[src/hdl/ktnl_pkg.sv]
`default_nettype none

package ktnl_pkg;

    localparam int CODE_BITS = 21;
    localparam int POS_BITS  = 13;
    localparam int SIZE_BITS = 12;
    localparam int SLOT_BITS = 6;
    localparam int CMD_BITS  = 2;
    localparam int CNT_BITS  = 7;

    typedef enum logic [CMD_BITS-1:0] {
        CMD_WRITE   = 2'd0,
        CMD_NEAREST = 2'd1,
        CMD_CODE    = 2'd2
    } t_cmd;

    typedef enum logic [1:0] {
        ST_IDLE,
        ST_SCAN,
        ST_FLUSH,
        ST_FINISH
    } t_state;

    typedef struct packed {
        logic [CMD_BITS-1:0]  command;
        logic [SLOT_BITS-1:0] slot;
        logic [CODE_BITS-1:0] codepoint;
        logic [POS_BITS-1:0]  pos_x;
        logic [POS_BITS-1:0]  pos_y;
        logic [SIZE_BITS-1:0] size_w;
        logic [SIZE_BITS-1:0] size_h;
    } t_req;

    typedef struct packed {
        logic                 found;
        logic [CODE_BITS-1:0] key_code;
        logic [POS_BITS-1:0]  key_x;
        logic [POS_BITS-1:0]  key_y;
        logic [SIZE_BITS-1:0] key_w;
        logic [SIZE_BITS-1:0] key_h;
    } t_rsp;

    typedef struct packed {
        logic                 we;
        logic [SLOT_BITS-1:0] slot;
    } t_cell_wr;

    typedef struct packed {
        logic clear;
        logic sample;
        logic nearest;
    } t_scan_ctl;

endpackage

`default_nettype wire

[src/hdl/ktnl_cell.sv]
`default_nettype none

module ktnl_cell
    import ktnl_pkg::*;
#(
    parameter int COORD_BITS = 13,
    parameter int INDEX      = 0
) (
    input  wire logic                  i_clk,
    input  wire t_cell_wr              i_wr,
    input  wire logic                  i_rotate,
    input  wire logic [CODE_BITS-1:0]  i_wr_code,
    input  wire logic [COORD_BITS-1:0] i_wr_cx,
    input  wire logic [COORD_BITS-1:0] i_wr_cy,
    input  wire logic [SIZE_BITS-1:0]  i_wr_w,
    input  wire logic [SIZE_BITS-1:0]  i_wr_h,
    input  wire logic [CODE_BITS-1:0]  i_nb_code,
    input  wire logic [COORD_BITS-1:0] i_nb_cx,
    input  wire logic [COORD_BITS-1:0] i_nb_cy,
    input  wire logic [SIZE_BITS-1:0]  i_nb_w,
    input  wire logic [SIZE_BITS-1:0]  i_nb_h,
    output logic      [CODE_BITS-1:0]  o_code,
    output logic      [COORD_BITS-1:0] o_cx,
    output logic      [COORD_BITS-1:0] o_cy,
    output logic      [SIZE_BITS-1:0]  o_w,
    output logic      [SIZE_BITS-1:0]  o_h
);

    logic [CODE_BITS-1:0]  r_code;
    logic [COORD_BITS-1:0] r_cx;
    logic [COORD_BITS-1:0] r_cy;
    logic [SIZE_BITS-1:0]  r_w;
    logic [SIZE_BITS-1:0]  r_h;
    logic                  sel;

    assign sel = i_wr.we && (int'(i_wr.slot) == INDEX);

    always_ff @(posedge i_clk) begin
        if (sel) begin
            r_code <= i_wr_code;
            r_cx   <= i_wr_cx;
            r_cy   <= i_wr_cy;
            r_w    <= i_wr_w;
            r_h    <= i_wr_h;
        end else if (i_rotate) begin
            r_code <= i_nb_code;
            r_cx   <= i_nb_cx;
            r_cy   <= i_nb_cy;
            r_w    <= i_nb_w;
            r_h    <= i_nb_h;
        end
    end

    assign o_code = r_code;
    assign o_cx   = r_cx;
    assign o_cy   = r_cy;
    assign o_w    = r_w;
    assign o_h    = r_h;

endmodule

`default_nettype wire

[config.mk]
export PLATFORM = sky130hd
export DESIGN_NAME = ktnl_cell
export DESIGN_NICKNAME = d
export VERILOG_FILES = /design/src/hdl/ktnl_pkg.sv /design/src/hdl/ktnl_cell.sv
export SDC_FILE = /design/constraint.sdc
export NUM_CORES = 1
export LEC_CHECK = 0
export ABC_CLOCK_PERIOD_IN_PS = 4000
export BUFFER_PORTS_ARGS = -buffer_cell sky130_fd_sc_hd__buf_2
export CAP_MARGIN = 20
export CORE_UTILIZATION = 42
export DETAILED_ROUTE_END_ITERATION = 10
export PLACE_DENSITY = 0.89
export SLEW_MARGIN = 20
export SYNTH_ARGS = -nofsm -noshare
export SYNTH_HDL_FRONTEND = slang
export SYNTH_SLANG_ARGS = --single-unit
[constraint.sdc]
create_clock -name i_clk -period 4 [get_ports i_clk]
set_input_delay 0.8 -clock i_clk [delete_from_list [all_inputs] [get_ports i_clk]]
set_output_delay 0.8 -clock i_clk [all_outputs]
set_load 0.05 [all_outputs]
==> key figures, run 1 <==
Placement
  • DPL Wire Length: 5410 um
  • Area after DPL: 0.00449 mm2
  • Routability Congestion: 0.740
  • Port bufs: 221

GRT
  • Vias in the first global route: 2297
  • Met3 global-route usage: 0.0471
  • Total congestion overflow: 0
  • First-pass GRT wire length: 10700 um
  • M2 GR Usage: 0.313
  • Largest net degree at the start of global routing: 72
  • Number of antenna violations at the first check in global routing: 0
  • Grt peak-use layer: met2
  • GRT met1 Usage: 0.175
  • Gr usage total: 0.171

Routing
  • Drt initial violations: 53
  • Drt wl/cell: 14.4 um
  • Vias: 2244
  • # DRC: 1
  • Vias per cell: 4.61
  • Pre-antenna DRT Iters: 7
  • Post-DRT Antenna Nets: 0
  • Final wirelength: 7020 um

Clock network
  • Clock slew at reported path FFs: 0.08 ns
  • CTS Hold Bufs: 0
  • PostCTS Resize Cnt: 0
  • CTS max path bufs: 2
  • CTS tree: yes
  • Root Buffer: clkbuf_8
  • Post-CTS Setup Inserts: 0
  • CTS Sinks: 71
  • H-tree depth: 3
  • Num CTS Buffers: 9

Floorplanning
  • Die height: 90.8 um
  • Boundary Pins: 222
  • Die area: 0.00824 mm2
  • Number of core rows: 32
  • Initial core utilization: 0.431
  • Die W: 90.8 um
  • Core area: 0.00769 mm2

Worst hold path
  • HP Class: in -> reg
  • Hold Crit Depth: 2

Critical path
  • CP Capture Type: flip-flop
  • CP max-delay cell: nand2b_4
  • Delay of the slowest cell on the worst path: 0.74 ns
  • Startpoint types: input port
  • Critical path peak fanout: 71
  • CP Class: in -> reg
  • Cell chain of the critical path: buf_2 > nor4_2 > nand3_4 > buf_4 > nand2b_4
  • CP Data Required Time: 3.95 ns
  • Crit path arrival time: 2.54 ns

Timing
  • Setup-failing EPs final: 0
  • Period minus WS final: 2.58 ns
  • TNS Setup: 0 ns
  • Least-Margin Pin Slew: 0.927 ns
  • Fin. max-slew vios: 0
  • Period utilization: 0.646
  • Slew headroom: 0.382
  • Hold Fails Final Rpt: 0
  • RSZ-0062 raised after global routing: no
  • FMAX: 0.387 GHz

Synth
  • Post-synthesis cell count: 153
  • Syn. warnings: 0
  • Distinct cells, synth: 8
  • Synth Area per Inst: 21.6 um2
  • FF+latch count, synth: 71
  • Register area share after synthesis: 0.644
  • Net count of the mapped netlist: 304
  • Synth Cell Area: 0.00331 mm2

Finish
  • Final Instance Area: 0.00470 mm2
  • Fill count: 583
  • Final net count: 531
  • Layout cells sized above 1: 0.810
  • Syn-to-layout area delta: 42.0%
  • Leading cell type in the layout, fill and taps excluded: buf_2
  • ANT cells: 0
  • Commonest cells after routing, fill and taps aside: buf_2 (221), edfxtp_1 (71), mux2_4 (69), clkbuf_8 (9)

Status
  • Failing checks: design-rule violations
  • Status: finished, violations left

Power and ir drop
  • PD cells: 412 mW/mm2
  • Max IR drop VDD: 0.192 mV
  • Leak Pwr: 2.36 nW

Run
  • Max_cap viols: 0
[cell type report]
cell class	instances	area, um2	area share
clock buffers	10	128	0.0272
clock inverters	6	85.1	0.0181
multi-input cells	75	1110	0.235
flip-flops and latches	71	2130	0.454
well taps	102	128	0.0272
repair buffers	223	1120	0.239
[flip-flops by register name, summed over array words and instances, names as in the netlist]
name,cells
o_h,12
o_w,12
o_cx,13
o_cy,13
o_code,21
[routing by layer]
layer	vias to the layer above	part of all wire
li1	1055	-
met1	1038	0.37
met3	15	0.079
met4	0	0.023
met5	-	0
met2	136	0.53
[report_power, final]
| part | switching, mW | internal (mW) |
|---|---|---|
| Combinational | 0.287 | 0.142 |
| Clock | 0.254 | 0.349 |
| Sequential | 0.0144 | 0.888 |
[critical path: cells and delay by family]
kind / cells / cell delay, ns
buffers and inverters: 2 / 0.44
and+or+nand+nor: 3 / 1.21
[cells in the mapped netlist]
cell      instances  area share
edfxtp_1         71        0.64
mux2_4           69        0.31
buf_6             7       0.024
mux2_2            2      0.0068
nand2b_1          1      0.0019
nand3_4           1      0.0053
nor2_1            1      0.0011
nor4_2            1      0.0038
[final timing paths]
kind	slack, ns	start	to
setup / recovery	1.42	i_wr[1]	o_code[14]$_DFFE_PP_
hold / removal	0.76	i_wr_cy[11]	o_cy[11]$_DFFE_PP_
[cell families (layout without fill, tap and decap cells)]
group	count (synthesis)	after routing	synth area share
flip-flops	71	71	0.644
AND/OR/NAND/NOR	4	4	0.0121
buffers and inverters	7	239	0.0238
multiplexers	71	71	0.320
[per-stage QoR]
step           instances   util  setup WS [ns]  power [mW]  hold WS (ns)
2_1_floorplan        153      -          0.384        1.21          1.02
3_3_place_gp         471  0.584           1.16        1.34          1.10
3_5_place_dp         471  0.584           1.08        1.35          1.10
4_1_cts              487  0.611           1.43        1.95         0.741
5_1_grt              487  0.611           1.32        1.99         0.739
6_report             487  0.611           1.42        1.93         0.761
No activity file was read; power rests on OpenSTA's default activity.
==> inputs of run 2 (changes only) <==
--- a/config.mk
+++ b/config.mk
@@ -5,12 +5,12 @@
 export SDC_FILE = /design/constraint.sdc
 export NUM_CORES = 1
 export LEC_CHECK = 0
-export ABC_CLOCK_PERIOD_IN_PS = 4000
+export ABC_CLOCK_PERIOD_IN_PS = 2300
 export BUFFER_PORTS_ARGS = -buffer_cell sky130_fd_sc_hd__buf_2
 export CAP_MARGIN = 20
-export CORE_UTILIZATION = 42
+export CORE_UTILIZATION = 38
 export DETAILED_ROUTE_END_ITERATION = 10
-export PLACE_DENSITY = 0.89
+export PLACE_DENSITY = 0.85
 export SLEW_MARGIN = 20
 export SYNTH_ARGS = -nofsm -noshare
 export SYNTH_HDL_FRONTEND = slang
==> constraint.sdc (replaced) <==
create_clock -name i_clk -period 2.3 [get_ports i_clk]
set_input_delay 0.46 -clock i_clk [delete_from_list [all_inputs] [get_ports i_clk]]
set_output_delay 0.46 -clock i_clk [all_outputs]
set_load 0.05 [all_outputs]
==> run 2 against run 1 <==
The flow now finishes without violations. Critical path depth unchanged. Sequential power increased by 74%. Die area increased by 10%. Non-clock buffer count increased by 2. Final cell count increased by 0.82%. Utilization decreased by 4.3 points. Via count decreased by 0.62%. Routed wire length increased by 6.1%. Count of clock-buffer cells in the layout decreased by 1. Clock power increased by 71%. Worst hold slack got worse by 0.34 ns. Largest cell class unchanged. Largest power group unchanged. Highest routed layer unchanged.
==> key figures, run 2 (synthesis gave the netlist of run 1 again) <==
Status
  • Status: finished clean

GRT
  • Largest net degree at the start of global routing: 47
  • Gr usage total: 0.161
  • First-pass GRT wire length: 10400 um
  • Vias in the first global route: 2231
  • Number of antenna violations at the first check in global routing: 0
  • Total congestion overflow: 0

Power and ir drop
  • Max IR drop VDD: 0.289 mV
  • PD cells: 707 mW/mm2
  • Leak Pwr: 2.39 nW

Routing
  • Drt wl/cell: 15.2 um
  • Pre-antenna DRT Iters: 3
  • # DRC: 0
  • Drt initial violations: 53
  • Post-DRT Antenna Nets: 0
  • Vias: 2230
  • Vias per cell: 4.54
  • Final wirelength: 7440 um

Clock network
  • CTS Sinks: 71
  • Post-CTS Setup Inserts: 0
  • CTS Hold Bufs: 0
  • PostCTS Resize Cnt: 0
  • H-tree depth: 3
  • CTS max path bufs: 2
  • Num CTS Buffers: 9
  • CTS tree: yes
  • Clock slew at reported path FFs: 0.08 ns
  • Root Buffer: clkbuf_8

Finish
  • Final net count: 533
  • Leading cell type in the layout, fill and taps excluded: buf_2
  • Final Instance Area: 0.00474 mm2
  • Layout cells sized above 1: 0.806
  • ANT cells: 0
  • Syn-to-layout area delta: 43.3%
  • Register Area: 0.00213 mm2
  • Commonest cells after routing, fill and taps aside: buf_2 (221), edfxtp_1 (71), mux2_4 (69), clkbuf_8 (9)
  • Max reg flops: 21
  • Multi-input combinational cell area: 0.00111 mm2
  • Fill count: 691

Placement
  • Routability Congestion: 0.719
  • Port bufs: 221
  • Area after DPL: 0.00454 mm2

Timing
  • Setup-failing EPs final: 0
  • Period minus WS final: 1.62 ns
  • TNS Setup: 0 ns
  • Slew headroom: 0.781
  • FMAX: 0.619 GHz
  • Hold Fails Final Rpt: 0
  • Fin Hold WS: 0.417 ns
  • Period utilization: 0.703
  • RSZ-0062 raised after global routing: no
  • Least-Margin Pin Slew: 0.325 ns
  • Fin. max-slew vios: 0

Critical path
  • CP Class: in -> reg
  • CP Capture Type: flip-flop
  • Crit path from: i_wr[1]
  • Delay of the slowest cell on the worst path: 0.36 ns
  • Startpoint types: input port
  • Crit path arrival time: 1.70 ns
  • CP Data Required Time: 2.38 ns
  • Cell chain of the critical path: buf_2 > nor4_2 > nand3_4 > buf_12 > mux2_4
  • Critical path peak fanout: 36
  • CP max-delay cell: nor4_2

Worst hold path
  • Worst hold start: i_wr_h[6]
  • HP Class: in -> reg

Floorplanning
  • Die W: 95.3 um
  • Die area: 0.00909 mm2
  • Initial core utilization: 0.397
  • Core area: 0.00834 mm2
  • Boundary Pins: 222
  • Number of core rows: 33
  • Die height: 95.3 um

Run
  • Max_cap viols: 0
-- run 2: cell types whose count changed in the layout (fill, tap and decap cells not counted) --
cell,delta
buf_12,+3
clkinv_2,-1
buf_4,-1
clkbuf_1,-1
clkinvlp_4,-2
clkinv_1,+3
-- run 2: layout make-up --
| class | instances | area share |
|---|---|---|
| Clock buffer | 9 | 0.0261 |
| Clock inverter | 6 | 0.0161 |
| Multi-Input combinational cell | 75 | 0.233 |
| Sequential cell | 71 | 0.449 |
| Tap cell | 105 | 0.0277 |
| Timing Repair Buffer | 225 | 0.247 |
-- run 2: worst max-delay path: cells and delay by family --
kind | cells | cell delay [ns]
simple gates | 2 | 0.53
mux | 1 | 0.32
buf+inv | 2 | 0.35
-- run 2: worst paths after layout --
check	to	slack [ns]	cells after the start
worst max-delay path	o_cx[5]$_DFFE_PP_	0.68	5
worst min-delay path	o_h[6]$_DFFE_PP_	0.42	2
-- run 2: where the power goes --
group	total [mW]	leakage, nW	internal [mW]	switching [mW]
clock	1.03	0.102	0.592	0.439
combinational	0.753	1.59	0.252	0.501
sequential	1.57	0.695	1.54	0.0256
-- run 2: metrics by stage --
step / util / total power, mW / instances / worst slack, ns
finish: 0.569 / 3.35 / 491 / 0.684
detailed placement: 0.545 / 2.36 / 476 / 0.320
CTS: 0.569 / 3.39 / 491 / 0.687
global placement: 0.545 / 2.34 / 476 / 0.367
floorplan: - / 2.10 / 153 / 0.196
global route: 0.569 / 3.49 / 491 / 0.634
-- run 2: layer usage --
layer | GRT usage | part of all wire
met5 | 0 | 0
met4 | 0.0795 | 0.020
met1 | 0.159 | 0.36
met2 | 0.298 | 0.53
met3 | 0.0518 | 0.091
==> inputs of run 3 (changes only) <==
--- a/config.mk
+++ b/config.mk
@@ -5,12 +5,12 @@
 export SDC_FILE = /design/constraint.sdc
 export NUM_CORES = 1
 export LEC_CHECK = 0
-export ABC_CLOCK_PERIOD_IN_PS = 2300
+export ABC_CLOCK_PERIOD_IN_PS = 1620
 export BUFFER_PORTS_ARGS = -buffer_cell sky130_fd_sc_hd__buf_2
 export CAP_MARGIN = 20
-export CORE_UTILIZATION = 38
+export CORE_UTILIZATION = 42
 export DETAILED_ROUTE_END_ITERATION = 10
-export PLACE_DENSITY = 0.85
+export PLACE_DENSITY = 0.89
 export SLEW_MARGIN = 20
 export SYNTH_ARGS = -nofsm -noshare
 export SYNTH_HDL_FRONTEND = slang
==> constraint.sdc (replaced) <==
create_clock -name i_clk -period 1.62 [get_ports i_clk]
set_input_delay 0.324 -clock i_clk [delete_from_list [all_inputs] [get_ports i_clk]]
set_output_delay 0.324 -clock i_clk [all_outputs]
set_load 0.05 [all_outputs]
==> run 3 against run 2 <==
Combinational power grew 42%. Sequential power grew 42%. Worst setup slack lost 0.45 ns. Via count grew 1.2%. Die area shrank 9.3%. Critical path type unchanged. Largest power group unchanged. Worst hold slack lost 0.13 ns. Critical path depth is the same. Routed wire length shrank 4.9%. Flip-flop and latch count is the same. Count of clock-buffer cells in the layout grew 1. Sequential share of layout area grew 0.083 points.
==> key figures, run 3 (synthesis gave the netlist of run 1 again) <==
Worst hold path
  • HP Class: in -> reg

Critical path
  • Startpoint types: input port
  • CP delay by family, top: simple AND/OR/NAND/NOR gates
  • Delay of the slowest cell on the worst path: 0.33 ns
  • CP Data Required Time: 1.71 ns
  • CP Capture Type: flip-flop
  • Crit path arrival time: 1.48 ns
  • Critical path peak fanout: 38
  • Worst Path Buf+Inv: 2
  • CP max-delay cell: mux2_4
  • CP Class: in -> reg
  • Cell chain of the critical path: buf_2 > nor4_4 > nand3_4 > buf_12 > mux2_4

Floorplanning
  • Die area: 0.00824 mm2
  • Boundary Pins: 222
  • Core area: 0.00769 mm2
  • Die W: 90.8 um
  • Initial core utilization: 0.431
  • Number of core rows: 32
  • Die height: 90.8 um

GRT
  • Largest net degree at the start of global routing: 39
  • Gr usage total: 0.175
  • Number of antenna violations at the first check in global routing: 1
  • Vias in the first global route: 2357
  • Total congestion overflow: 0
  • First-pass GRT wire length: 10900 um

Power and ir drop
  • Switching Power: 1.35 mW
  • Seq pwr share: 0.502
  • Sw Ratio: 0.304
  • Logic pwr share: 0.242
  • Max IR drop VDD: 0.458 mV
  • Clock network power share: 0.256
  • PD cells: 937 mW/mm2
  • Internal: 3.09 mW
  • Leak Pwr: 2.38 nW

Routing
  • Post-DRT Antenna Nets: 0
  • # DRC: 0
  • Final wirelength: 7080 um
  • Vias: 2257
  • Drt initial violations: 55
  • Drt wl/cell: 14.4 um
  • Vias per cell: 4.59
  • Pre-antenna DRT Iters: 4

Finish
  • Register Area: 0.00213 mm2
  • Layout cells sized above 1: 0.809
  • Leading cell type in the layout, fill and taps excluded: buf_2
  • Commonest cells after routing, fill and taps aside: buf_2 (221), edfxtp_1 (71), mux2_4 (69), clkbuf_8 (9), buf_12 (4)
  • Finished Layout Cells: 492
  • Fill count: 614
  • Max reg flops: 21
  • Final net count: 535
  • Multi-input combinational cell area: 0.00111 mm2
  • Syn-to-layout area delta: 43.1%

Clock network
  • Clock slew at reported path FFs: 0.07 ns
  • CTS Hold Bufs: 0
  • H-tree depth: 3
  • PostCTS Resize Cnt: 0
  • Num CTS Buffers: 9
  • Root Buffer: clkbuf_8
  • CTS max path bufs: 2
  • CTS Sinks: 71
  • Post-CTS Setup Inserts: 0
  • CTS tree: yes

Status
  • Status: finished clean

Placement
  • Port bufs: 221
  • Place WS: -0.121 ns
  • Inst Count DP: 475
  • Routability Congestion: 0.693

Timing
  • Hold Fails Final Rpt: 0
  • Period minus WS final: 1.39 ns
  • Fin Hold WS: 0.288 ns
  • Fin. max-slew vios: 0
  • Least-Margin Pin Slew: 0.284 ns
  • Period utilization: 0.858
  • TNS Setup: 0 ns
  • Slew headroom: 0.811
  • Setup-failing EPs final: 0
  • Post-route setup slack: 0.230 ns
  • RSZ-0062 raised after global routing: no
  • FMAX: 0.719 GHz

Run
  • Max_cap viols: 0
## run 3: cell types whose count changed in the layout (fill, tap and decap cells not counted)
cell / previous run / this run
bufinv_16: 2 / 0
clkinvlp_4: 0 / 1
clkinv_2: 1 / 3
clkbuf_1: 0 / 1
nor4_2: 1 / 0
nor4_4: 0 / 1
buf_4: 1 / 2
clkinv_1: 3 / 1
diode_2: 0 / 2
buf_12: 3 / 4
## run 3: worst paths after layout
kind | from | endpoint | slack, ns | depth (start not counted)
min | i_nb_cy[12] | o_cy[12]$_DFFE_PP_ | 0.29 | 2
max | i_wr[1] | o_h[2]$_DFFE_PP_ | 0.23 | 5
## run 3: through the flow
| stage | util | power, mW | area (um2) |
|---|---|---|---|
| 3_5_place_dp | 0.595 | 3.35 | 4580 |
| 3_3_place_gp | 0.595 | 3.32 | 4580 |
| 4_1_cts | 0.615 | 4.49 | 4730 |
| 6_report | 0.616 | 4.44 | 4730 |
| 5_1_grt | 0.616 | 4.61 | 4730 |
| 2_1_floorplan | - | 2.99 | 3330 |
## run 3: per-layer routing
metal,routed length (um),up-vias,global-route usage
met5,0,-,0
li1,-,1065,-
met4,140,0,0.0914
met3,614,12,0.0606
met2,3820,132,0.318
met1,2510,1048,0.174
## run 3: power by group through the flow
stage	Clock [mW]	Sequential, mW	Combinational (mW)
2_1_floorplan	0	2.81	0.177
3_3_place_gp	0	2.26	1.06
3_5_place_dp	0	2.27	1.08
4_1_cts	1.18	2.23	1.08
5_1_grt	1.25	2.24	1.12
6_report	1.14	2.23	1.07
## run 3: final cells by class
cell class | instances | area share
multi-input cells | 75 | 0.235
flip-flops and latches | 71 | 0.450
diodes | 2 | 0.00106
clock buffers | 10 | 0.0270
well taps | 102 | 0.0270
repair buffers | 227 | 0.254
clock inverters | 5 | 0.00555
