$ cat src/hdl/ktnl_pkg.sv
`default_nettype none

package ktnl_pkg;

    localparam int CODE_BITS = 21;
    localparam int POS_BITS  = 13;
    localparam int SIZE_BITS = 12;
    localparam int SLOT_BITS = 6;
    localparam int CMD_BITS  = 2;
    localparam int CNT_BITS  = 7;

    typedef enum logic [CMD_BITS-1:0] {
        CMD_WRITE   = 2'd0,
        CMD_NEAREST = 2'd1,
        CMD_CODE    = 2'd2
    } t_cmd;

    typedef enum logic [1:0] {
        ST_IDLE,
        ST_SCAN,
        ST_FLUSH,
        ST_FINISH
    } t_state;

    typedef struct packed {
        logic [CMD_BITS-1:0]  command;
        logic [SLOT_BITS-1:0] slot;
        logic [CODE_BITS-1:0] codepoint;
        logic [POS_BITS-1:0]  pos_x;
        logic [POS_BITS-1:0]  pos_y;
        logic [SIZE_BITS-1:0] size_w;
        logic [SIZE_BITS-1:0] size_h;
    } t_req;

    typedef struct packed {
        logic                 found;
        logic [CODE_BITS-1:0] key_code;
        logic [POS_BITS-1:0]  key_x;
        logic [POS_BITS-1:0]  key_y;
        logic [SIZE_BITS-1:0] key_w;
        logic [SIZE_BITS-1:0] key_h;
    } t_rsp;

    typedef struct packed {
        logic                 we;
        logic [SLOT_BITS-1:0] slot;
    } t_cell_wr;

    typedef struct packed {
        logic clear;
        logic sample;
        logic nearest;
    } t_scan_ctl;

endpackage

`default_nettype wire

$ cat src/hdl/ktnl_scan.sv
`default_nettype none

module ktnl_scan
    import ktnl_pkg::*;
#(
    parameter int COORD_BITS = 13
) (
    input  wire logic                  i_clk,
    input  wire logic                  i_rst_n,
    input  wire t_scan_ctl             i_ctl,
    input  wire logic [COORD_BITS-1:0] i_qx,
    input  wire logic [COORD_BITS-1:0] i_qy,
    input  wire logic [CODE_BITS-1:0]  i_qcode,
    input  wire logic [CODE_BITS-1:0]  i_code,
    input  wire logic [COORD_BITS-1:0] i_cx,
    input  wire logic [COORD_BITS-1:0] i_cy,
    input  wire logic [SIZE_BITS-1:0]  i_w,
    input  wire logic [SIZE_BITS-1:0]  i_h,
    output logic                       o_have,
    output logic      [CODE_BITS-1:0]  o_code,
    output logic      [COORD_BITS-1:0] o_cx,
    output logic      [COORD_BITS-1:0] o_cy,
    output logic      [SIZE_BITS-1:0]  o_w,
    output logic      [SIZE_BITS-1:0]  o_h
);

    localparam int SQ_BITS = 2 * COORD_BITS;
    localparam int D_BITS  = SQ_BITS + 1;

    logic [COORD_BITS-1:0] dx;
    logic [COORD_BITS-1:0] dy;
    logic [D_BITS-1:0]     sq_dist;
    logic                  better;

    logic                  r_a_valid;
    logic                  r_a_match;
    logic [SQ_BITS-1:0]    r_a_dx2;
    logic [SQ_BITS-1:0]    r_a_dy2;
    logic [CODE_BITS-1:0]  r_a_code;
    logic [COORD_BITS-1:0] r_a_cx;
    logic [COORD_BITS-1:0] r_a_cy;
    logic [SIZE_BITS-1:0]  r_a_w;
    logic [SIZE_BITS-1:0]  r_a_h;

    logic                  r_have;
    logic [D_BITS-1:0]     r_best_d;
    logic [CODE_BITS-1:0]  r_code;
    logic [COORD_BITS-1:0] r_cx;
    logic [COORD_BITS-1:0] r_cy;
    logic [SIZE_BITS-1:0]  r_w;
    logic [SIZE_BITS-1:0]  r_h;

    assign dx = (i_qx >= i_cx) ? (i_qx - i_cx) : (i_cx - i_qx);
    assign dy = (i_qy >= i_cy) ? (i_qy - i_cy) : (i_cy - i_qy);

    always_ff @(posedge i_clk) begin
        if (!i_rst_n) begin
            r_a_valid <= 1'b0;
        end else begin
            r_a_valid <= i_ctl.sample;
        end
        r_a_dx2  <= SQ_BITS'(dx) * SQ_BITS'(dx);
        r_a_dy2  <= SQ_BITS'(dy) * SQ_BITS'(dy);
        r_a_match <= (i_code == i_qcode);
        r_a_code <= i_code;
        r_a_cx   <= i_cx;
        r_a_cy   <= i_cy;
        r_a_w    <= i_w;
        r_a_h    <= i_h;
    end

    assign sq_dist = D_BITS'(r_a_dx2) + D_BITS'(r_a_dy2);

    always_comb begin
        if (i_ctl.nearest) begin
            better = !r_have || (sq_dist < r_best_d);
        end else begin
            better = !r_have && r_a_match;
        end
    end

    always_ff @(posedge i_clk) begin
        if (!i_rst_n) begin
            r_have <= 1'b0;
        end else if (i_ctl.clear) begin
            r_have <= 1'b0;
        end else if (r_a_valid && better) begin
            r_have <= 1'b1;
        end
        if (!i_ctl.clear && r_a_valid && better) begin
            r_best_d <= sq_dist;
            r_code   <= r_a_code;
            r_cx     <= r_a_cx;
            r_cy     <= r_a_cy;
            r_w      <= r_a_w;
            r_h      <= r_a_h;
        end
    end

    assign o_have = r_have;
    assign o_code = r_code;
    assign o_cx   = r_cx;
    assign o_cy   = r_cy;
    assign o_w    = r_w;
    assign o_h    = r_h;

endmodule

`default_nettype wire

$ cat config.mk
export PLATFORM = sky130hd
export DESIGN_NAME = ktnl_scan
export DESIGN_NICKNAME = d
export VERILOG_FILES = /design/src/hdl/ktnl_pkg.sv /design/src/hdl/ktnl_scan.sv
export SDC_FILE = /design/constraint.sdc
export NUM_CORES = 1
export LEC_CHECK = 0
export ABC_AREA = 1
export BUFFER_PORTS_ARGS = -buffer_cell sky130_fd_sc_hd__clkbuf_2
export CAP_MARGIN = 20
export CORE_MARGIN = 5
export CORE_UTILIZATION = 40
export CTS_CLUSTER_SIZE = 8
export DETAILED_ROUTE_END_ITERATION = 7
export PLACE_DENSITY = 0.69
export SYNTH_ARGS = -nofsm -noshare
export SYNTH_HDL_FRONTEND = slang
export SYNTH_SLANG_ARGS = --single-unit
export TNS_END_PERCENT = 50
$ cat constraint.sdc
create_clock -name i_clk -period 14.4 [get_ports i_clk]
set_input_delay 2.88 -clock i_clk [delete_from_list [all_inputs] [get_ports i_clk]]
set_output_delay 2.88 -clock i_clk [all_outputs]
set_load 0.05 [all_outputs]
==> results of run 1 <==
[synthesized netlist by cell type (15+ instances only)]
library cell	number
nand2_2	24
fa_1	195
inv_2	20
nor2_1	190
nor2_2	15
xnor2_1	42
xor2_1	84
nand2_1	368
edfxtp_1	98
nand4_1	24
o21bai_1	18
o21ai_0	50
ha_1	240
nand3_1	65
inv_1	518
dfxtp_1	124
a21oi_1	108
[worst register-to-register path: stages, from the launching register on]
cell and delay [ps]:
dfxtp_1 300, ha_1 310, a21o_1 230, nand2_1 80, nand2_1 130, a21oi_1 330
inv_1 120, a21oi_1 210, o21ai_0 120, xor2_1 300, ha_1 310, nand2_1 70
inv_1 50, a221oi_1 210, o21ai_0 140, a21oi_1 140, nand2_1 90, nand2_1 60
nand2_1 70, nor2_4 70, buf_4 490, buf_4 760
[per-layer routing]
layer  global-route usage (%)  wire length [um]  share of wire, %  vias up
met2                    28.97             22660                47      424
met5                        0                 0                 0        -
li1                         -                 -                 -     7620
met3                    3.409              2903               6.0       65
met1                    23.77             21950                45     7456
met4                    4.363              1035               2.1        0
[area by class of cell]
class / instances / area, um^2
Fill cell: 4927 / 27290
Multi-Input combinational cell: 1536 / 12680
Sequential cell: 222 / 5425
Inverter: 538 / 2019
Timing Repair Buffer: 196 / 985.9
Clock buffer: 54 / 945.9
Tap cell: 672 / 840.8
Clock inverter: 5 / 88.84
[sequential cells by signal, indices dropped and copies added, names as in the netlist, 13 cells and up]
signal / count
o_code: 21
o_cx: 13
o_cy: 13
r_a_code: 21
r_a_cx: 13
r_a_cy: 13
r_a_dx2: 25
r_a_dy2: 25
r_best_d: 27
[cells by family (layout without fill, tap and decap cells)]
family                   after synthesis  count (layout)
buffers and inverters                568             793
AND/OR/NAND/NOR                      738             738
XOR/XNOR                             126             126
flip-flops                           222             222
AO/OA/AOI/OAI                        237             237
adder cells (fa/ha/maj)              435             435
[worst paths after layout]
kind                     start          end  slack [ps]  cells after the start
hold reg to reg   r_a_code[16]   o_code[16]         380                      0
setup / recovery       i_qx[4]  r_a_dx2[21]        5120                     28
hold / removal    r_a_code[16]   o_code[16]         380                      0
setup reg to reg    r_a_dx2[3]     o_cx[12]        9390                     21
[stage by stage]
step / instance area (um^2) / cells / setup WS, ps / hold WS (ps)
floorplan: 20380 / 2326 / 5918 / 385.5
global placement: 21950 / 3164 / 4690 / 385.4
detailed placement: 21950 / 3164 / 4682 / 388.7
CTS: 22990 / 3223 / 5226 / 385.1
global route: 22990 / 3223 / 4653 / 394.9
finish: 22990 / 3223 / 5120 / 385.0
==> metrics.md, run 1 <==
| Metric | Value |
|---|---|
| Async SR Flop Fraction | 0% |
| Hold buffer count at cts | 0 |
| Slew of the pin with the lowest slew margin | around 750 ps |
| EDFF count, synth | just under 100 |
| CP max stage cell | fa_1 |
| Mean cell area of the mapped netlist | between 8 and 9 um^2 |
| Setup TNS | 0 ps |
| Synth cell types | 47 |
| RSZ-0062 raised after global routing | no |
| Synthesis Warnings | 0 |
| Vias in the first global route | between 15,000 and 20,000 |
| Slew Viols, Final | 0 |
| DP HPWL | around 41 mm |
| Total die area | ~0.056 mm^2 |
| First-pass GRT wire length | about 81 mm |
| Total Routing Usage GR | between 10% and 20% |
| Vias/cell | around 4.8 |
| Initial DRT Pass Iterations | 5 |
| Core Rows | 82 |
| Clk_skew | about 33 ps |
| WL final | approximately 50 mm |
| Status | finished, final reports clean |
| Synth Cell Area | slightly above 0.02 mm^2 |
| Synth area leaders | fa_1 19%, ha_1 15%, edfxtp_1 14% |
| Initial antenna violation count | 0 |
| Fin util | between 40% and 50% |
| Post-Syn Nets | roughly 2,900 |
| CP Data Required Time | between 10,000 and 15,000 ps |
| Complex-gate fraction of the synthesized area | between 6 and 7% |
| Post-Synth Adder-Cell Area | roughly 34% |
| Max Cap Violations | 0 |
| Crit Path Max Fanout | 11 |
| Drt drc | 0 |
| Root buf cell | clkbuf_16 |
| Multiplexer area fraction after synthesis | 0% |
| Longest Clk Path Bufs | 3 |
| CP most frequent cell | nand2_1 |
| Most frequent cells in the layout | 518 x inv_1, 368 x nand2_1, 240 x ha_1 |
| Post-Synth XOR/XNOR Area | ~5.4% |
| Area growth syn-to-layout | 12.80% |
| DRT iter0 DRCs | 873 |
| Initial core utilization | just over 40% |
| CTS Buf Count | 34 |
| CP max stage delay | 570 ps |
| Largest area contributor in the netlist | fa_1 |
| Kind of critical path | input pin to flop |
| Post_cts resized | 0 |
| Routed vias | ~16,000 |
| CP delay by family, top | adder cells |
| Share of the synthesized area in the top cell type | 19.16% |
| Hold crit path type | flop to flop |
| Synth Area in Simple Gates | ~16% |
| Syn Inst Count | 2,326 |
| CP Buf/Inv Count | 5 |
| Clk slew on worst S/H paths | 50 ps |
| Die W | around 240 um |
| Final setup violation count | 0 |
| Layout net count | 3,086 |
| Share of post-route cells with drive strength above 1 | around an eighth |
| Arrival @ worst endpoint | approximately 9700 ps |
| CP endpoint kind | flop |
| Boundary Pins | 195 |
| Die Y | 235.7 um |
| Tmin final | slightly above 9000 ps |
| Port bufs | just under 200 |
| Final hold viol count | 0 |
| Setup crit start kind | input pin |
| Top_reg_cell synth | dfxtp_1 |
| Core ar. | just over 0.05 mm^2 |
| Sequential area share after synthesis | a little over a quarter |
| Top achievable clock speed | roughly 0.11 GHz |
| GRT overflow | 0 |
| FF+latch count, synth | around 220 |
| ANT nets after route | 0 |
| CTS tree | done |
| Commonest non-fill, non-tap cell in the layout | inv_1 |
| Main combinational cell family by area after synthesis | adder cells |
| Routability congestion estimate | approximately 0.92 |
| Total setup buffers inserted after CTS | 0 |
| Wire length per cell | ~15 um |
| Fin crit share | around 64% |
| Slew HR | 49.79% |
| Largest net degree at the start of global routing | 58 |
| Clock sink count | approximately 220 |
| Clk_lat worst skew | between 500 and 600 ps |
| ANT cells | 0 |
| H-tree levels | 2 |
Power of run 1 is left out: the tool's default activity adds up to more than one toggle a clock period on the data nets, which glitch-free logic cannot reach.
==> run 2: changes to the inputs <==
--- a/config.mk
+++ b/config.mk
@@ -5,7 +5,7 @@
 export SDC_FILE = /design/constraint.sdc
 export NUM_CORES = 1
 export LEC_CHECK = 0
-export ABC_AREA = 1
+export ABC_AREA = 0
 export BUFFER_PORTS_ARGS = -buffer_cell sky130_fd_sc_hd__clkbuf_2
 export CAP_MARGIN = 20
 export CORE_MARGIN = 5
==> constraint.sdc (replaced) <==
create_clock -name i_clk -period 8.7 [get_ports i_clk]
set_input_delay 1.74 -clock i_clk [delete_from_list [all_inputs] [get_ports i_clk]]
set_output_delay 1.74 -clock i_clk [all_outputs]
set_load 0.05 [all_outputs]
==> run 2 against run 1 <==
  * Non-clock buffer count up 285
  * Cell count fell by 7.1%
  * Synthesized cell count fell by 19%
  * First-iteration DRC count down 15%
  * Hold slack hardly changed
  * Wire length is 15% lower
  * Die area decreased by 7.0%
  * Register-to-register slack worse by 6000 ps
  * Clock skew fell by 17 ps
  * Via count decreased by 8.5%
  * Sequential share of layout area shrank 0.97 points
  * Clock-buffer cell count up 3
==> metrics.md, run 2 <==
| Metric | Value |
|---|---|
| Die W | between 200 and 250 um |
| Slew HR | about two fifths |
| Largest net degree at the start of global routing | between 60 and 70 |
| Root buf cell | clkbuf_16 |
| DP HPWL | 34.01 mm |
| Most frequent cells in the layout | 413 x inv_1, 284 x buf_4, 233 x ha_1 |
| Total Routing Usage GR | roughly 16% |
| CTS tree | done |
| Post-Syn Nets | 2,432 |
| Clock sink count | about 220 |
| Longest Clk Path Bufs | 3 |
| Wire length per cell | ~14 um |
| Core ar. | 0.04665 mm^2 |
| Arrival @ worst endpoint | roughly 8800 ps |
| Complex-gate fraction of the synthesized area | under 10% |
| Drt drc | 0 |
| ANT nets after route | 0 |
| GRT overflow | 0 |
| CTS Buf Count | 34 |
| Routability congestion estimate | a little over 0.9 |
| Synth Area in Simple Gates | slightly below 9% |
| Multiplexer area fraction after synthesis | 1.212% |
| CP delay by family, top | adder cells |
| Area growth syn-to-layout | 26.93% |
| Max Cap Violations | 0 |
| Top achievable clock speed | 0.1191 GHz |
| Status | finished, final reports clean |
| FF+latch count, synth | between 200 and 250 |
| Synthesis Warnings | 0 |
| Post-Synth XOR/XNOR Area | 5.915% |
| CP max stage delay | 540 ps |
| Top_reg_cell synth | dfxtp_1 |
| Share of the synthesized area in the top cell type | between 20% and 30% |
| Largest registers | r_best_d: 27 flops, r_a_dx2: 25 flops, r_a_dy2: 25 flops |
| Async SR Flop Fraction | 0% |
| Hold buffer count at cts | 0 |
| Initial DRT Pass Iterations | 5 |
| Clk_lat worst skew | 530 ps |
| Tmin final | approximately 8400 ps |
| Final hold viol count | 0 |
| Main combinational cell family by area after synthesis | adder cells |
| WL final | 41.38 mm |
| Fin crit share | between 90% and 100% |
| Initial antenna violation count | 0 |
| Largest area contributor in the netlist | fa_1 |
| CP Data Required Time | around 9100 ps |
| Sequential area share after synthesis | between 20% and 30% |
| Port bufs | around 190 |
| Mean cell area of the mapped netlist | 10.08 um^2 |
| Routed vias | around 14,000 |
| Clk slew on worst S/H paths | approximately 60 ps |
| Boundary Pins | approximately 200 |
| DP Worst Slack | -727.3 ps |
| Crit Path Max Fanout | 6 |
| Synth area leaders | fa_1 21%, ha_1 16%, edfxtp_1 16% |
| CP max stage cell | fa_1 |
| Clk_skew | 16.32 ps |
| Slew Viols, Final | 0 |
| Syn Inst Count | 1,874 |
| Core Rows | 79 |
| CP most frequent cell | inv_1 |
| ANT cells | 0 |
| Slew of the pin with the lowest slew margin | around 900 ps |
| Setup crit start kind | input pin |
| Share of post-route cells with drive strength above 1 | a little over a quarter |
| Synth cell types | approximately 80 |
| Die Y | approximately 230 um |
| Synth Cell Area | 0.01889 mm^2 |
| Initial core utilization | between 40% and 50% |
| First-pass GRT wire length | slightly below 70 mm |
| Vias in the first global route | roughly 15,000 |
| Most frequent cell after synthesis | inv_1 |
| Total die area | slightly above 0.05 mm^2 |
| Final setup violation count | 0 |
| DRT iter0 DRCs | ~740 |
| Hold crit path type | flop to flop |
| Max reg flops | 27 |
| CP endpoint kind | flop |
| Layout net count | 2,919 |
| CP Buf/Inv Count | 9 |
| H-tree levels | 2 |
| EDFF count, synth | roughly 100 |
| Commonest non-fill, non-tap cell in the layout | inv_1 |
| Most flop-heavy register | r_best_d |
| Vias/cell | ~4.8 |
| Post-synth top cells | 415 x inv_1, 240 x ha_1, 195 x fa_1 |
| Worst Slack Setup Final | roughly 310 ps |
| Post-Synth Adder-Cell Area | a little over a third |
| Kind of critical path | input pin to flop |
## run 2: changes by cell type after synthesis, sizes merged, moves of 13 or more
cell    before  now
a21oi      113   81
a21o        13   57
mux2i        0   15
inv        538  422
nand2      404   91
o21ai       61   39
nand2b       0   30
nand4       24   10
xor2        84   50
xnor2       42   69
nand3       69   17
nor2       213  143
nor2b        0   13
## run 2: cell type report
| type | instances | area [um^2] |
|---|---|---|
| Sequential cell | 222 | 5425 |
| Fill cell | 4160 | 22680 |
| Clock inverter | 4 | 42.54 |
| Timing Repair Buffer | 481 | 3137 |
| Clock buffer | 57 | 968.4 |
| Inverter | 424 | 1592 |
| Multi-Input combinational cell | 1198 | 12050 |
| Tap cell | 607 | 759.5 |
## run 2: what timing repair did
action,in CTS,in global routing
resized for setup,3,64
setup buffers,0,5
endpoints found under the setup margin,3,14
pin swaps,1,21
## run 2: final timing paths
check	startpoint	to	slack [ps]	depth (start not counted)
setup / recovery	i_qy[0]	r_a_dy2[25]	310	35
hold / removal	r_a_cx[8]	o_cx[8]	390	0
setup reg to reg	r_a_dx2[3]	o_code[9]	3370	19
hold reg to reg	r_a_cx[8]	o_cx[8]	390	0
## run 2: kinds of logic after synthesis
| group | count (synthesis) |
|---|---|
| xor gates and xnor gates | 119 |
| DFF | 222 |
| and+or+nand+nor | 365 |
| adders and majority gates | 435 |
| AOI/OAI and AO/OA | 257 |
| muxes | 22 |
| buffers and inverters | 454 |
## run 2: metrics by stage
step | TNS [ps] | instance area [um^2] | cells | util, % | hold slack [ps]
5_1_grt | -86.78 | 23970 | 2993 | 51.39 | 390.7
6_report | 0 | 23970 | 2993 | 51.39 | 385.2
2_1_floorplan | -16.09 | 18920 | 1874 | - | 385.5
4_1_cts | 0 | 23610 | 2989 | 50.60 | 379.2
3_3_place_gp | -3531 | 22590 | 2928 | 48.41 | 385.3
3_5_place_dp | -5148 | 22590 | 2928 | 48.41 | 388.7
## run 2: per-layer routing
layer	routed length, um	global-route usage [%]
met1	17690	20.30
met4	706	3.684
met5	0	0
met3	2065	3.198
met2	20930	27.98
Power of run 2 is left out for the same reason.
==> run 3: changes to the inputs <==
--- a/config.mk
+++ b/config.mk
@@ -8,6 +8,7 @@
 export ABC_AREA = 0
 export BUFFER_PORTS_ARGS = -buffer_cell sky130_fd_sc_hd__clkbuf_2
 export CAP_MARGIN = 20
+export CORE_ASPECT_RATIO = 1.75
 export CORE_MARGIN = 5
 export CORE_UTILIZATION = 40
 export CTS_CLUSTER_SIZE = 8
==> run 3 against run 2 <==
  * Sequential share of layout area down 0.44 points
  * First-iteration DRC count down 47%
  * Flip-flop and latch count is the same
  * Cell count is 1.3% higher
  * Critical path depth fell by 2
  * Highest routed layer unchanged
  * Die area rose by 0.33%
  * Global-route usage increased by 3.2 points
  * Clock-buffer cell count shrank 4
  * Non-clock buffer count is 62 higher
  * Critical path type unchanged
  * Hold slack improved by 5.8 ps
==> metrics.md, run 3 (synthesized netlist as in run 2, its figures left out) <==
| Metric | Value |
|---|---|
| Most frequent cells in the layout | 412 x inv_1, 344 x buf_4, 234 x ha_1 |
| Hold buffer count at cts | 0 |
| Status | finished, final reports clean |
| ANT nets after route | 0 |
| Layout fillers | between 4,000 and 5,000 |
| Port bufs | approximately 190 |
| CP max stage cell | fa_1 |
| Core ar. | roughly 0.047 mm^2 |
| ANT cells | 0 |
| Setup crit start kind | input pin |
| Clk_lat worst skew | about 530 ps |
| Final hold viol count | 0 |
| Register area | 0.005425 mm^2 |
| Final setup violation count | 0 |
| H-tree levels | 2 |
| GRT overflow | 0 |
| Vias/cell | slightly below 5 |
| Total Routing Usage GR | between 10% and 20% |
| Max reg flops | 27 |
| Post-route non-filler standard cell count | between 3,000 and 4,000 |
| Kind of critical path | input pin to flop |
| Placed cell count | between 2,000 and 3,000 |
| Hold crit path type | flop to flop |
| DP HPWL | roughly 41 mm |
| Layout net count | between 2,000 and 3,000 |
| Initial core utilization | 40.39% |
| Wire length per cell | between 15 and 20 um |
| CP max stage delay | 580 ps |
| Vias in the first global route | between 15,000 and 20,000 |
| Clock sink count | ~220 |
| WL final | approximately 50 mm |
| Share of post-route cells with drive strength above 1 | between 20% and 30% |
| Flop2flop setup slack | ~2900 ps |
| Routed vias | around 15,000 |
| Worst R2R Start | r_a_dx2[3] |
| FF-to-FF path depth | 19 |
| Initial antenna violation count | 0 |
| CTS tree | done |
| Top achievable clock speed | between 0.1 and 0.15 GHz |
| Root buf cell | clkbuf_16 |
| Largest net degree at the start of global routing | 83 |
| Post-route cell area | about 0.024 mm^2 |
| Largest registers | r_best_d: 27 flops, r_a_dx2: 25 flops, r_a_dy2: 25 flops |
| Arrival @ worst endpoint | around 8900 ps |
| CP Data Required Time | between 9000 and 10,000 ps |
| Area growth syn-to-layout | 29.43% |
| Capturing point of the worst reg2reg path | o_cx[11] |
| Most flop-heavy register | r_best_d |
| DRT iter0 DRCs | between 300 and 400 |
| Commonest non-fill, non-tap cell in the layout | inv_1 |
| Fin crit share | roughly 97% |
| Boundary Pins | around 200 |
| Crit path capture | r_a_dx2[22] |
| Tmin final | around 8400 ps |
| Die W | between 150 and 200 um |
| CP endpoint kind | flop |
| Total die area | 0.05184 mm^2 |
| Core Rows | around 110 |
| Clk_skew | approximately 27 ps |
| Worst setup path startpoint | i_qx[1] |
| Slew of the pin with the lowest slew margin | between 600 and 700 ps |
| First-pass GRT wire length | 79.80 mm |
| Longest Clk Path Bufs | 3 |
| Slew HR | a little under three fifths |
| Max Cap Violations | 0 |
| Die Y | between 200 and 300 um |
| Initial DRT Pass Iterations | 5 |
| Drt drc | 0 |
| CP most frequent cell | fa_1 |
| Crit Path Max Fanout | 4 |
| Routability congestion estimate | around 0.91 |
| Multi-input logic area | 0.01207 mm^2 |
| Placed Area | about 0.023 mm^2 |
| Clk slew on worst S/H paths | around 60 ps |
| CTS Buf Count | 34 |
| Slew Viols, Final | 0 |
-- run 3: timing repair --
action                                 4_1_cts  5_1_grt
resized for setup                            8       68
pin swaps                                    6       40
endpoints found under the hold margin        0        0
setup buffers                                2       11
setup endpoints to repair                    5       12
-- run 3: metrics by stage --
stage               setup TNS (ps)  hold WS (ps)  worst slack (ps)  util (%)
floorplan                   -16.09         385.5            -16.09         -
global placement             -4932         385.7            -660.4     49.15
detailed placement           -6163         388.7            -720.0     49.15
CTS                              0         390.7             4.976     51.39
global route                -11.78         398.0            -8.797     52.27
finish                           0         391.0             268.2     52.27
-- run 3: how the worst min path moves through the flow --
stage,depth (start not counted),endpoint,startpoint,slack (ps)
after global placement,0,o_h[0],r_a_h[0],390
after CTS,0,o_h[3],r_a_h[3],390
after floorplan,0,o_code[0],r_a_code[0],390
after global routing,0,o_cx[1],r_a_cx[1],400
final,0,o_h[3],r_a_h[3],390
after detailed placement,0,o_code[4],r_a_code[4],390
-- run 3: routing by layer --
layer | GRT usage [%] | part of all wire (%) | vias up | routed length (um)
met5 | 0 | 0 | - | 0
met4 | 12.70 | 7.9 | 0 | 3899
met3 | 2.645 | 3.8 | 174 | 1863
met2 | 38.90 | 57 | 402 | 28120
met1 | 16.52 | 32 | 7162 | 15620
li1 | - | - | 7089 | -
-- run 3: area by class of cell --
cell class                      instances  area share [%]
Sequential cell                       222           22.19
Timing Repair Buffer                  543           14.80
Multi-Input combinational cell       1198           49.37
Tap cell                              588           3.009
Clock inverter                          5          0.3071
Inverter                              424           6.510
Clock buffer                           53           3.813
-- run 3: worst max-delay path: cells and delay by family --
family          cells  cell delay [ps]
simple gates        3              620
xor+xnor            2              210
fa+ha+maj           7             3120
mux                 1              340
buf+inv            10             1020
compound gates     10             1780
Power of run 3 is left out for the same reason.
